### config.mk
export PLATFORM = sky130hd
export DESIGN_NAME = ptabmr_ctrl
export DESIGN_NICKNAME = d
export VERILOG_FILES = /design/src/sv/ptabmr_pkg.sv /design/src/sv/ptabmr_ctrl.sv
export SDC_FILE = /design/constraint.sdc
export NUM_CORES = 1
export LEC_CHECK = 0
export CORE_ASPECT_RATIO = 1.75
export CORE_UTILIZATION = 55
export CTS_CLUSTER_SIZE = 12
export DETAILED_ROUTE_END_ITERATION = 6
export DONT_BUFFER_PORTS = 1
export PLACE_DENSITY = 0.73
export SETUP_SLACK_MARGIN = 0.15
export SKIP_CTS_REPAIR_TIMING = 1
export SYNTH_ARGS = -nofsm -noshare
export SYNTH_HDL_FRONTEND = slang
export SYNTH_SLANG_ARGS = --single-unit
### constraint.sdc
create_clock -name clk -period 2.1 [get_ports clk]
set_input_delay 0.21 -clock clk [delete_from_list [all_inputs] [get_ports clk]]
set_output_delay 0.21 -clock clk [all_outputs]
set_load 0.005 [all_outputs]
### src/sv/ptabmr_pkg.sv
// ----------------------------------------------------------------------------
// ptabmr_pkg
// shared types, constants and the arctangent table of the angle binner
// ----------------------------------------------------------------------------
package ptabmr_pkg;

  localparam int MAX_BINS     = 4096;
  localparam int CORDIC_STEPS = 16;
  localparam int SQRT_STEPS   = 16;
  localparam int ITER_STEPS   = (CORDIC_STEPS > SQRT_STEPS) ? CORDIC_STEPS : SQRT_STEPS;
  localparam int BIN_W        = $clog2(MAX_BINS);
  localparam int STEP_W       = $clog2(ITER_STEPS);

  localparam logic [2:0] REG_HEIGHT_MIN  = 3'd0;
  localparam logic [2:0] REG_HEIGHT_MAX  = 3'd1;
  localparam logic [2:0] REG_RANGE_MIN   = 3'd2;
  localparam logic [2:0] REG_RANGE_MAX   = 3'd3;
  localparam logic [2:0] REG_ANGLE_START = 3'd4;
  localparam logic [2:0] REG_BINS_PER_RAD = 3'd5;
  localparam logic [2:0] REG_BIN_COUNT   = 3'd6;
  localparam logic [2:0] REG_EMPTY_VALUE = 3'd7;

  localparam logic OP_ADD  = 1'b0;
  localparam logic OP_READ = 1'b1;

  // half pi in q16
  localparam logic signed [19:0] HALF_PI = 20'sd102944;

  typedef struct packed {
    logic signed [19:0] height_min;
    logic signed [19:0] height_max;
    logic [15:0]        min_range;
    logic [15:0]        max_range;
    logic signed [18:0] angle_start;
    logic [24:0]        bins_per_radian;
    logic [12:0]        bin_count;
    logic [15:0]        empty_value;
  } cfg_t;

  typedef struct packed {
    logic              load;
    logic              mul;
    logic              sum;
    logic              iter_init;
    logic              iter_step;
    logic              bin_mul;
    logic              mem_rd;
    logic              upd;
    logic              rd_out;
    logic              clr;
    logic [BIN_W-1:0]  clr_addr;
    logic [STEP_W-1:0] step;
  } cmd_t;

  typedef struct packed {
    logic is_read;
    logic pt_ok;
    logic range_ok;
    logic bin_ok;
    logic out_free;
  } stat_t;

  function automatic logic [15:0] atan_q16(input logic [4:0] i);
    logic [15:0] v;
    case (i)
      5'd0:  v = 16'd51472;
      5'd1:  v = 16'd30386;
      5'd2:  v = 16'd16055;
      5'd3:  v = 16'd8150;
      5'd4:  v = 16'd4091;
      5'd5:  v = 16'd2047;
      5'd6:  v = 16'd1024;
      5'd7:  v = 16'd512;
      5'd8:  v = 16'd256;
      5'd9:  v = 16'd128;
      5'd10: v = 16'd64;
      5'd11: v = 16'd32;
      5'd12: v = 16'd16;
      5'd13: v = 16'd8;
      5'd14: v = 16'd4;
      5'd15: v = 16'd2;
      5'd16: v = 16'd1;
      default: v = 16'd0;
    endcase
    return v;
  endfunction

endpackage

### src/sv/ptabmr_ctrl.sv
// ----------------------------------------------------------------------------
// ptabmr_ctrl
// sequencer: clearing pass, point pipeline steps and bin read
// ----------------------------------------------------------------------------
module ptabmr_ctrl import ptabmr_pkg::*; (
  input  logic  clk,
  input  logic  rst,
  input  logic  in_fire,
  input  stat_t stat,
  output logic  idle,
  output cmd_t  cmd
);

  typedef enum logic [11:0] {
    S_CLEAR  = 12'b000000000001,
    S_IDLE   = 12'b000000000010,
    S_MUL    = 12'b000000000100,
    S_SUM    = 12'b000000001000,
    S_RCHK   = 12'b000000010000,
    S_ITER   = 12'b000000100000,
    S_BMUL   = 12'b000001000000,
    S_BCHK   = 12'b000010000000,
    S_UPD    = 12'b000100000000,
    S_RD_REQ = 12'b001000000000,
    S_RD_OUT = 12'b010000000000,
    S_SPARE  = 12'b100000000000
  } state_t;

  state_t            state, state_next;
  logic [BIN_W-1:0]  clr_cnt;
  logic [STEP_W-1:0] step;

  always_ff @(posedge clk) begin
    if (rst) begin
      state   <= S_CLEAR;
      clr_cnt <= '0;
      step    <= '0;
    end else begin
      state <= state_next;
      if (state == S_CLEAR) clr_cnt <= clr_cnt + 1'b1;
      if (state == S_ITER) step <= step + 1'b1;
      else step <= '0;
    end
  end

  assign idle = (state == S_IDLE);

  always_comb begin
    state_next   = state;
    cmd          = '0;
    cmd.clr_addr = clr_cnt;
    cmd.step     = step;
    case (state)
      S_CLEAR: begin
        cmd.clr = 1'b1;
        if (clr_cnt == BIN_W'(MAX_BINS - 1)) state_next = S_IDLE;
      end
      S_IDLE: begin
        if (in_fire) begin
          cmd.load   = 1'b1;
          state_next = S_MUL;
        end
      end
      S_MUL: begin
        if (stat.is_read) state_next = S_RD_REQ;
        else if (!stat.pt_ok) state_next = S_IDLE;
        else begin
          cmd.mul    = 1'b1;
          state_next = S_SUM;
        end
      end
      S_SUM: begin
        cmd.sum    = 1'b1;
        state_next = S_RCHK;
      end
      S_RCHK: begin
        if (!stat.range_ok) state_next = S_IDLE;
        else begin
          cmd.iter_init = 1'b1;
          state_next    = S_ITER;
        end
      end
      S_ITER: begin
        cmd.iter_step = 1'b1;
        if (step == STEP_W'(ITER_STEPS - 1)) state_next = S_BMUL;
      end
      S_BMUL: begin
        cmd.bin_mul = 1'b1;
        state_next  = S_BCHK;
      end
      S_BCHK: begin
        if (stat.bin_ok) begin
          cmd.mem_rd = 1'b1;
          state_next = S_UPD;
        end else state_next = S_IDLE;
      end
      S_UPD: begin
        cmd.upd    = 1'b1;
        state_next = S_IDLE;
      end
      S_RD_REQ: begin
        cmd.mem_rd = 1'b1;
        state_next = S_RD_OUT;
      end
      S_RD_OUT: begin
        if (stat.out_free) begin
          cmd.rd_out = 1'b1;
          state_next = S_IDLE;
        end
      end
      default: state_next = S_IDLE;
    endcase
  end

endmodule

==> flow_metrics.env, run 1 <==
export IMPL_initialDrtViolationCount=50
export IMPL_synth_area_per_cell_um2=8.07
export IMPL_path_class="flop to flop"
export IMPL_grt_pass1_vias=1377
export IMPL_hold_viol_final=0
export IMPL_yosysWarnings=0
export IMPL_routedWlPerCell_um=17.2
export IMPL_cp_required_ps=2310
export IMPL_dpl_hpwl_um=2940
export IMPL_rows=24
export IMPL_dr_pass1_iters=4
export IMPL_remaining_drc_errors=0
export IMPL_syn_num_nets=193
export IMPL_drive_gt1_share_pct=29.5
export IMPL_synth_area_mm2=0.00148
export IMPL_worstPathArrival_ps=2190
export IMPL_final_setup_viol_count=0
export IMPL_power_frac_seq_pct=49.7
export IMPL_max_freq_ghz=0.506
export IMPL_fin_skew_ps=9.30
export IMPL_htree_levels=1
export IMPL_regToRegSetupSlack_ps=120
export IMPL_fp_dieW_um=41.2
export IMPL_tightest_slew_ps=643
export IMPL_antenna_cells=0
export IMPL_start_util_pct=58.6
export IMPL_fin_crit_sh_pct=94.2
export IMPL_stdcell_count=233
export IMPL_io_pin_count=35
export IMPL_ys_flop_type="dfxtp_1"
export IMPL_power_density_mw_per_mm2=606
export IMPL_grt_antenna_before_repair=0
export IMPL_detail_route_antenna_nets=0
export IMPL_maxCapViolCount=0
export IMPL_grt_pass1_wl_um=5790
export IMPL_die_h_um=70.6
export IMPL_p_sw_w=0.000324
export IMPL_cts_root_buffer="clkbuf_8"
export IMPL_worstSkewPairLatency_ps=270
export IMPL_multi_input_area_um2=986
export IMPL_grt_total_usage_pct=28.1
export IMPL_viasPerCell=6.44
export IMPL_setup_slack_ps=122
export IMPL_fin_nets=218
export IMPL_clockBufferDepth=2
export IMPL_place_ws_ps=60.1
export IMPL_p_int_w=0.000799
export IMPL_max_slew_margin_rel_pct=56.6
export IMPL_hold_path_class="input pin to flop"
export IMPL_clkTransAtPathRegs_ps=90
export IMPL_cts_tree="yes"
export IMPL_core_mm2=0.00252
export IMPL_status="completed"
export IMPL_areaGrowthSynthToFinish_pct=25.4
export IMPL_die_area_mm2=0.00291
export IMPL_cp_end_kind="flop"
export IMPL_crit_fanout=6
export IMPL_seq_area_um2=546
export IMPL_switching_share_pct=28.9
export IMPL_grt_overflow=0
export IMPL_grt_max_degree=17
export IMPL_fillers=195
export IMPL_synth_edf_count=0
export IMPL_p_comb_share_pct=24.4
export IMPL_yosysUniqueCellTypes=38
export IMPL_dp_cells=224
export IMPL_clock_sinks=27
export IMPL_ys_seq_elements=27
export IMPL_holdWs_ps=9.37
export IMPL_io_buffers=0
export IMPL_grt_setup_unrepaired="true"
export IMPL_slew_viol_final=0
export IMPL_ir_worst_vdd_mv=0.509
export IMPL_vias=1500
export IMPL_clock_power_share_pct=26.0
export IMPL_routed_wl_um=4000
export IMPL_synthArstFlopShare_pct=0
export IMPL_power_w=0.00112
export IMPL_start_kind="flop"
export IMPL_p_leak_nw=0.695
export IMPL_gp_congestion=0.937
export IMPL_seq_area_frac_synth_pct=36.6
export IMPL_netlist_instances=183
export IMPL_cts_made_buffers=3
export IMPL_period_needed_ps=1980
[worst paths after layout]
path / startpoint / end / cells after the start
hold reg to reg: step[0] / step[0] / 1
setup / recovery: state[7] / clr_cnt[6] / 4
hold / removal: rst / clr_cnt[11] / 1
setup reg to reg: state[7] / clr_cnt[6] / 4
[worst max-delay path: stages, from the launching register on]
cell     delay, ps
dfxtp_1        330
or4_4          580
or4_4          510
or3_4          360
a21oi_2        130
[sequential cells by signal, summed over array words and instances, names as in the netlist]
register	cells
clr_cnt	12
state	11
step	4
[cells in the final DEF (no fill, tap or decap), types with 6 or more instances in the layout]
cell type,instances
inv_1,7
buf_4,25
nor4b_1,6
nand2_1,16
dfxtp_1,23
nand3_1,12
nor2_1,27
xnor2_1,8
[synthesized netlist by cell type, types with 2 or more instances]
| cell type | count | share of area, % |
|---|---|---|
| and4_1 | 2 | 1.2 |
| o21ai_0 | 3 | 1.0 |
| inv_1 | 7 | 1.8 |
| or3_1 | 5 | 2.1 |
| xor2_1 | 4 | 2.4 |
| nor4b_1 | 6 | 3.6 |
| or2_2 | 3 | 1.3 |
| clkbuf_1 | 7 | 1.8 |
| nand3_1 | 13 | 4.4 |
| a21oi_1 | 8 | 2.7 |
| xnor2_1 | 8 | 4.7 |
| nor4_1 | 8 | 3.4 |
| or4_1 | 2 | 1.0 |
| nand2_1 | 16 | 4.1 |
| nand2b_1 | 3 | 1.3 |
| and3_1 | 4 | 1.7 |
| nand4_1 | 2 | 0.85 |
| nor3_2 | 2 | 1.4 |
| dfxtp_1 | 27 | 37 |
| nor2_1 | 27 | 6.9 |
| buf_6 | 2 | 1.5 |
| a211oi_1 | 2 | 1.0 |
| nor3_1 | 5 | 1.7 |
| or4_4 | 2 | 1.5 |
| ha_1 | 2 | 1.7 |
[stage by stage]
step | setup TNS (ps) | util [%] | instance area [µm²]
floorplan | 0 | - | 1480
global placement | 0 | 65.3 | 1650
detailed placement | 0 | 65.3 | 1650
CTS | -18.3 | 67.1 | 1690
global route | 0 | 73.5 | 1850
finish | 0 | 73.5 | 1850
[cell families (layout without fill, tap and decap cells)]
group                    count (synthesis)  count (layout)  synth area share (%)
AND/OR/NAND/NOR                        108             109                  41.9
flip-flops                              27              27                  36.6
AO/OA/AOI/OAI                           18              18                  7.62
buffers and inverters                   16              39                  5.08
XOR/XNOR                                12              12                  7.11
adder cells (fa/ha/maj)                  2               2                  1.69
[cell type report]
type / count / area share (%)
Multi-Input combinational cell: 141 / 53.2
Inverter: 7 / 1.42
Clock buffer: 4 / 2.43
Sequential cell: 27 / 29.4
Tap cell: 26 / 1.76
Timing Repair Buffer: 28 / 11.7
[routing by layer]
metal | routed length, µm | GRT usage, %
met5 | 0 | 0
met4 | 110 | 11.8
met2 | 2330 | 51.7
met1 | 1350 | 28.0
met3 | 212 | 3.76
[power by group through the flow]
| stage | Sequential [W] | Combinational [W] | Clock (W) |
|---|---|---|---|
| 2_1_floorplan | 0.000572 | 0.000137 | 0 |
| 3_3_place_gp | 0.000564 | 0.000218 | 0 |
| 3_5_place_dp | 0.000566 | 0.000226 | 0 |
| 4_1_cts | 0.000554 | 0.000226 | 0.000299 |
| 5_1_grt | 0.000562 | 0.000301 | 0.000318 |
| 6_report | 0.000558 | 0.000274 | 0.000292 |
Note: power is estimated with default switching activity, not from simulation.
==> inputs of run 2 (changes only) <==
--- a/config.mk
+++ b/config.mk
@@ -5,12 +5,13 @@
 export SDC_FILE = /design/constraint.sdc
 export NUM_CORES = 1
 export LEC_CHECK = 0
+export CAP_MARGIN = 20
 export CORE_ASPECT_RATIO = 1.75
-export CORE_UTILIZATION = 55
+export CORE_UTILIZATION = 56
 export CTS_CLUSTER_SIZE = 12
 export DETAILED_ROUTE_END_ITERATION = 6
 export DONT_BUFFER_PORTS = 1
-export PLACE_DENSITY = 0.73
+export PLACE_DENSITY = 0.74
 export SETUP_SLACK_MARGIN = 0.15
 export SKIP_CTS_REPAIR_TIMING = 1
 export SYNTH_ARGS = -nofsm -noshare
==> flow_metrics.env, run 2 (synthesis gave the netlist of run 1 again) <==
export IMPL_cp_required_ps=2270
export IMPL_areaGrowthSynthToFinish_pct=21.7
export IMPL_gp_congestion=0.955
export IMPL_layout_commonest_cell="nor2_1"
export IMPL_maxCapViolCount=0
export IMPL_drive_gt1_share_pct=27.1
export IMPL_status="finished with violations"
export IMPL_clockBufferDepth=2
export IMPL_grt_setup_unrepaired="true"
export IMPL_dp_cells=223
export IMPL_start_util_pct=59.3
export IMPL_hold_start="rst"
export IMPL_dr_pass1_iters=4
export IMPL_fp_dieW_um=40.8
export IMPL_fin_nets=214
export IMPL_cts_made_buffers=3
export IMPL_p_comb_share_pct=22.8
export IMPL_initialDrtViolationCount=73
export IMPL_largest_reg_flops=12
export IMPL_path_class="flop to flop"
export IMPL_remaining_drc_errors=0
export IMPL_p_int_w=0.000782
export IMPL_grt_pass1_wl_um=6100
export IMPL_stdcell_count=229
export IMPL_max_freq_ghz=0.507
export IMPL_stdcell_area_mm2=0.00180
export IMPL_worstPathArrival_ps=2140
export IMPL_hold_viol_final=1
export IMPL_switching_share_pct=29.0
export IMPL_grt_pass1_vias=1442
export IMPL_viasPerCell=6.50
export IMPL_dpl_hpwl_um=3140
export IMPL_layout_common_cells="nor2_1 (27), dfxtp_1 (25), buf_4 (24)"
export IMPL_fillers=212
export IMPL_hold_path_class="input pin to flop"
export IMPL_period_needed_ps=1970
export IMPL_grt_total_usage_pct=30.1
export IMPL_min_path_cells=1
export IMPL_final_setup_viol_count=0
export IMPL_power_frac_seq_pct=50.7
export IMPL_grt_overflow=0
export IMPL_regToRegSetupSlack_ps=130
export IMPL_die_area_mm2=0.00286
export IMPL_io_buffers=0
export IMPL_regToRegEndpoint="clr_cnt[8]"
export IMPL_fin_crit_sh_pct=94.0
export IMPL_crit_fanout=6
export IMPL_io_pin_count=35
export IMPL_rr_startpoint="state[9]"
export IMPL_fin_skew_ps=1.45
export IMPL_slew_viol_final=0
export IMPL_clock_power_share_pct=26.5
export IMPL_power_w=0.00110
export IMPL_regMostFlops="clr_cnt"
export IMPL_cp_end_kind="flop"
export IMPL_p_leak_nw=0.670
export IMPL_vias=1488
export IMPL_cts_root_buffer="clkbuf_8"
export IMPL_grt_max_degree=17
export IMPL_p_sw_w=0.000319
export IMPL_rows=24
export IMPL_die_h_um=70.0
export IMPL_placed_area_mm2=0.00164
export IMPL_holdPathEnd="clr_cnt[8]"
export IMPL_core_mm2=0.00249
export IMPL_holdWs_ps=-1.01
export IMPL_power_density_mw_per_mm2=612
export IMPL_worstSkewPairLatency_ps=270
export IMPL_clock_sinks=27
export IMPL_r2r_cells=5
export IMPL_grt_antenna_before_repair=0
export IMPL_antenna_cells=0
export IMPL_htree_levels=1
export IMPL_routed_wl_um=4100
export IMPL_largestRegisters="clr_cnt: 12 flops, state: 11 flops, step: 4 flops"
export IMPL_clkTransAtPathRegs_ps=90
export IMPL_setup_tns_ps=0
export IMPL_start_kind="flop"
export IMPL_ir_worst_vdd_mv=0.488
export IMPL_routedWlPerCell_um=17.9
export IMPL_cts_tree="yes"
export IMPL_detail_route_antenna_nets=0
export IMPL_startpoint="state[9]"
export IMPL_violations="hold timing"
export IMPL_tightest_slew_ps=447
export IMPL_max_slew_margin_rel_pct=70.0
[run 2: cell count changes in the layout (fill, tap and decap cells not counted), sizes merged]
cell / change
dlygate4sd3: -3
buf: -1
[run 2: metrics by stage]
step	setup WS [ps]	util [%]	hold WS, ps
after floorplan	39.0	-	279
final	126	72.1	-1.01
after global placement	112	65.8	282
after global routing	57.1	72.1	-7.67
after CTS	-162	67.6	-1.54
after detailed placement	8.35	65.8	285
[run 2: worst max-delay path by stage]
stage	endpoint	slack [ps]
floorplan	clr_cnt[5]	40
finish	clr_cnt[8]	130
CTS	cmd[19]	-160
global route	cmd[19]	60
global placement	clr_cnt[4]	110
detailed placement	state[1]	8
[run 2: power by group through the flow]
stage | Sequential, W | Clock, W | Combinational, W
after detailed placement | 0.000566 | 0 | 0.000213
final | 0.000558 | 0.000292 | 0.000251
after floorplan | 0.000572 | 0 | 0.000137
after global routing | 0.000560 | 0.000310 | 0.000269
after global placement | 0.000564 | 0 | 0.000206
after CTS | 0.000554 | 0.000290 | 0.000215
[run 2: layer usage]
layer / share of wire (%) / global-route usage [%]
met4: 4.9 / 18.5
met2: 57 / 52.1
met1: 34 / 28.5
met5: 0 / 0
met3: 4.1 / 6.03
[run 2: final cells by class]
type | instances | area (µm²) | share of cell area (%)
Clock buffer | 4 | 45.0 | 2.51
Inverter | 7 | 26.3 | 1.46
Multi-Input combinational cell | 141 | 971 | 54.0
Sequential cell | 27 | 543 | 30.2
Tap cell | 26 | 32.5 | 1.81
Timing Repair Buffer | 24 | 180 | 10.0
[run 2: worst max-delay path, cell delays in order (launching register included)]
cell     delay, ps
dfxtp_2        330
or4_4          580
or4_4          510
nor3_4         240
xnor2_1        140
nor2_1          60
==> inputs of run 3 (changes only) <==
--- a/config.mk
+++ b/config.mk
@@ -7,11 +7,12 @@
 export LEC_CHECK = 0
 export CAP_MARGIN = 20
 export CORE_ASPECT_RATIO = 1.75
-export CORE_UTILIZATION = 56
+export CORE_UTILIZATION = 62
 export CTS_CLUSTER_SIZE = 12
 export DETAILED_ROUTE_END_ITERATION = 6
 export DONT_BUFFER_PORTS = 1
-export PLACE_DENSITY = 0.74
+export HOLD_SLACK_MARGIN = 0.03
+export PLACE_DENSITY = 0.78
 export SETUP_SLACK_MARGIN = 0.15
 export SKIP_CTS_REPAIR_TIMING = 1
 export SYNTH_ARGS = -nofsm -noshare
==> constraint.sdc (replaced) <==
create_clock -name clk -period 2.4 [get_ports clk]
set_input_delay 0.24 -clock clk [delete_from_list [all_inputs] [get_ports clk]]
set_output_delay 0.24 -clock clk [all_outputs]
set_load 0.005 [all_outputs]
==> flow_metrics.env, run 3 (synthesis gave the netlist of run 1 again) <==
export IMPL_dr_pass1_iters=4
export IMPL_io_pin_count=35
export IMPL_worstSkewPairLatency_ps=270
export IMPL_regToRegSetupSlack_ps=210
export IMPL_gp_congestion=0.912
export IMPL_cts_root_buffer="clkbuf_8"
export IMPL_fin_crit_sh_pct=91.4
export IMPL_max_freq_ghz=0.456
export IMPL_grt_setup_unrepaired="true"
export IMPL_routedWlPerCell_um=16.0
export IMPL_hold_start="rst"
export IMPL_final_core_utilization_pct=68.6
export IMPL_dp_cells=203
export IMPL_largest_reg_flops=12
export IMPL_io_buffers=0
export IMPL_tightest_slew_ps=585
export IMPL_rows=23
export IMPL_grt_total_usage_pct=27.4
export IMPL_hold_viol_final=0
export IMPL_detail_route_antenna_nets=0
export IMPL_setup_slack_ps=207
export IMPL_initialDrtViolationCount=40
export IMPL_holdWs_ps=27.6
export IMPL_period_needed_ps=2190
export IMPL_die_area_mm2=0.00259
export IMPL_crit_fanout=12
export IMPL_clock_power_share_pct=28.3
export IMPL_grt_max_degree=17
export IMPL_setup_tns_ps=0
export IMPL_multi_input_area_um2=886
export IMPL_grt_overflow=0
export IMPL_path_class="flop to flop"
export IMPL_worstPathArrival_ps=2400
export IMPL_remaining_drc_errors=0
export IMPL_antenna_cells=0
export IMPL_fin_skew_ps=2.43
export IMPL_fillers=189
export IMPL_drive_gt1_share_pct=12.1
export IMPL_ir_worst_vdd_mv=0.433
export IMPL_routed_wl_um=3320
export IMPL_p_leak_nw=0.553
export IMPL_fin_nets=193
export IMPL_cp_required_ps=2610
export IMPL_max_slew_margin_rel_pct=60.6
export IMPL_place_ws_ps=220
export IMPL_cp_end_kind="flop"
export IMPL_start_util_pct=65.0
export IMPL_rr_startpoint="state[7]"
export IMPL_p_sw_w=0.000255
export IMPL_grt_pass1_vias=1199
export IMPL_power_density_mw_per_mm2=579
export IMPL_slew_viol_final=0
export IMPL_fp_dieW_um=38.9
export IMPL_largestRegisters="clr_cnt: 12 flops, state: 11 flops, step: 4 flops"
export IMPL_cts_made_buffers=3
export IMPL_dpl_hpwl_um=2460
export IMPL_maxCapViolCount=0
export IMPL_die_h_um=66.6
export IMPL_clkTransAtPathRegs_ps=90
export IMPL_clockBufferDepth=2
export IMPL_cts_tree="yes"
export IMPL_layout_common_cells="nor2_1 (27), dfxtp_1 (27), nand2_1 (16)"
export IMPL_p_comb_share_pct=16.9
export IMPL_status="completed"
export IMPL_areaGrowthSynthToFinish_pct=5.59
export IMPL_htree_levels=1
export IMPL_stdcell_count=207
export IMPL_p_int_w=0.000647
export IMPL_grt_antenna_before_repair=0
export IMPL_final_setup_viol_count=0
export IMPL_start_kind="flop"
export IMPL_viasPerCell=6.50
export IMPL_clock_sinks=27
export IMPL_startpoint="state[7]"
export IMPL_core_mm2=0.00227
export IMPL_hold_path_class="input pin to flop"
export IMPL_regMostFlops="clr_cnt"
export IMPL_grt_pass1_wl_um=5010
export IMPL_vias=1345
export IMPL_power_frac_seq_pct=54.8
export IMPL_seq_area_um2=541
export IMPL_switching_share_pct=28.3
==> run 3: power by group through the flow <==
stage | combinational (W) | sequential, W | clock [W]
6_report | 0.000153 | 0.000494 | 0.000255
3_5_place_dp | 0.000147 | 0.000504 | 0
5_1_grt | 0.000172 | 0.000497 | 0.000268
3_3_place_gp | 0.000142 | 0.000503 | 0
4_1_cts | 0.000147 | 0.000494 | 0.000261
2_1_floorplan | 0.000118 | 0.000501 | 0
==> run 3: metrics by stage <==
| step | area [µm²] | power (W) |
|---|---|---|
| CTS | 1540 | 0.000902 |
| global route | 1560 | 0.000937 |
| detailed placement | 1490 | 0.000651 |
| finish | 1560 | 0.000903 |
| global placement | 1490 | 0.000645 |
| floorplan | 1480 | 0.000619 |
==> run 3: area by class of cell <==
type | instances | share of cell area [%]
Clock buffer | 3 | 2.65
Timing Repair Buffer | 4 | 1.92
Inverter | 7 | 1.68
Sequential cell | 27 | 34.6
Tap cell | 25 | 2.00
Clock inverter | 1 | 0.321
Multi-Input combinational cell | 140 | 56.8
==> run 3: path summary, 6_finish.rpt <==
check,end,cells past startpoint
min,clr_cnt[0],1
min reg2reg,step[0],1
max reg2reg,clr_cnt[6],4
max,clr_cnt[6],4
==> run 3: metal layers <==
metal	vias to the layer above	global-route usage (%)	share of wire (%)
met3	8	4.67	5.5
met4	0	14.2	2.3
met5	-	0	0
met1	633	27.3	36
li1	651	-	-
met2	53	50.2	57
==> run 3: worst max-delay path, stage by stage, from the launching register on <==
cell	delay, ps
dfxtp_1	410
or4_4	570
or4_4	640
or3_1	390
a21oi_1	140
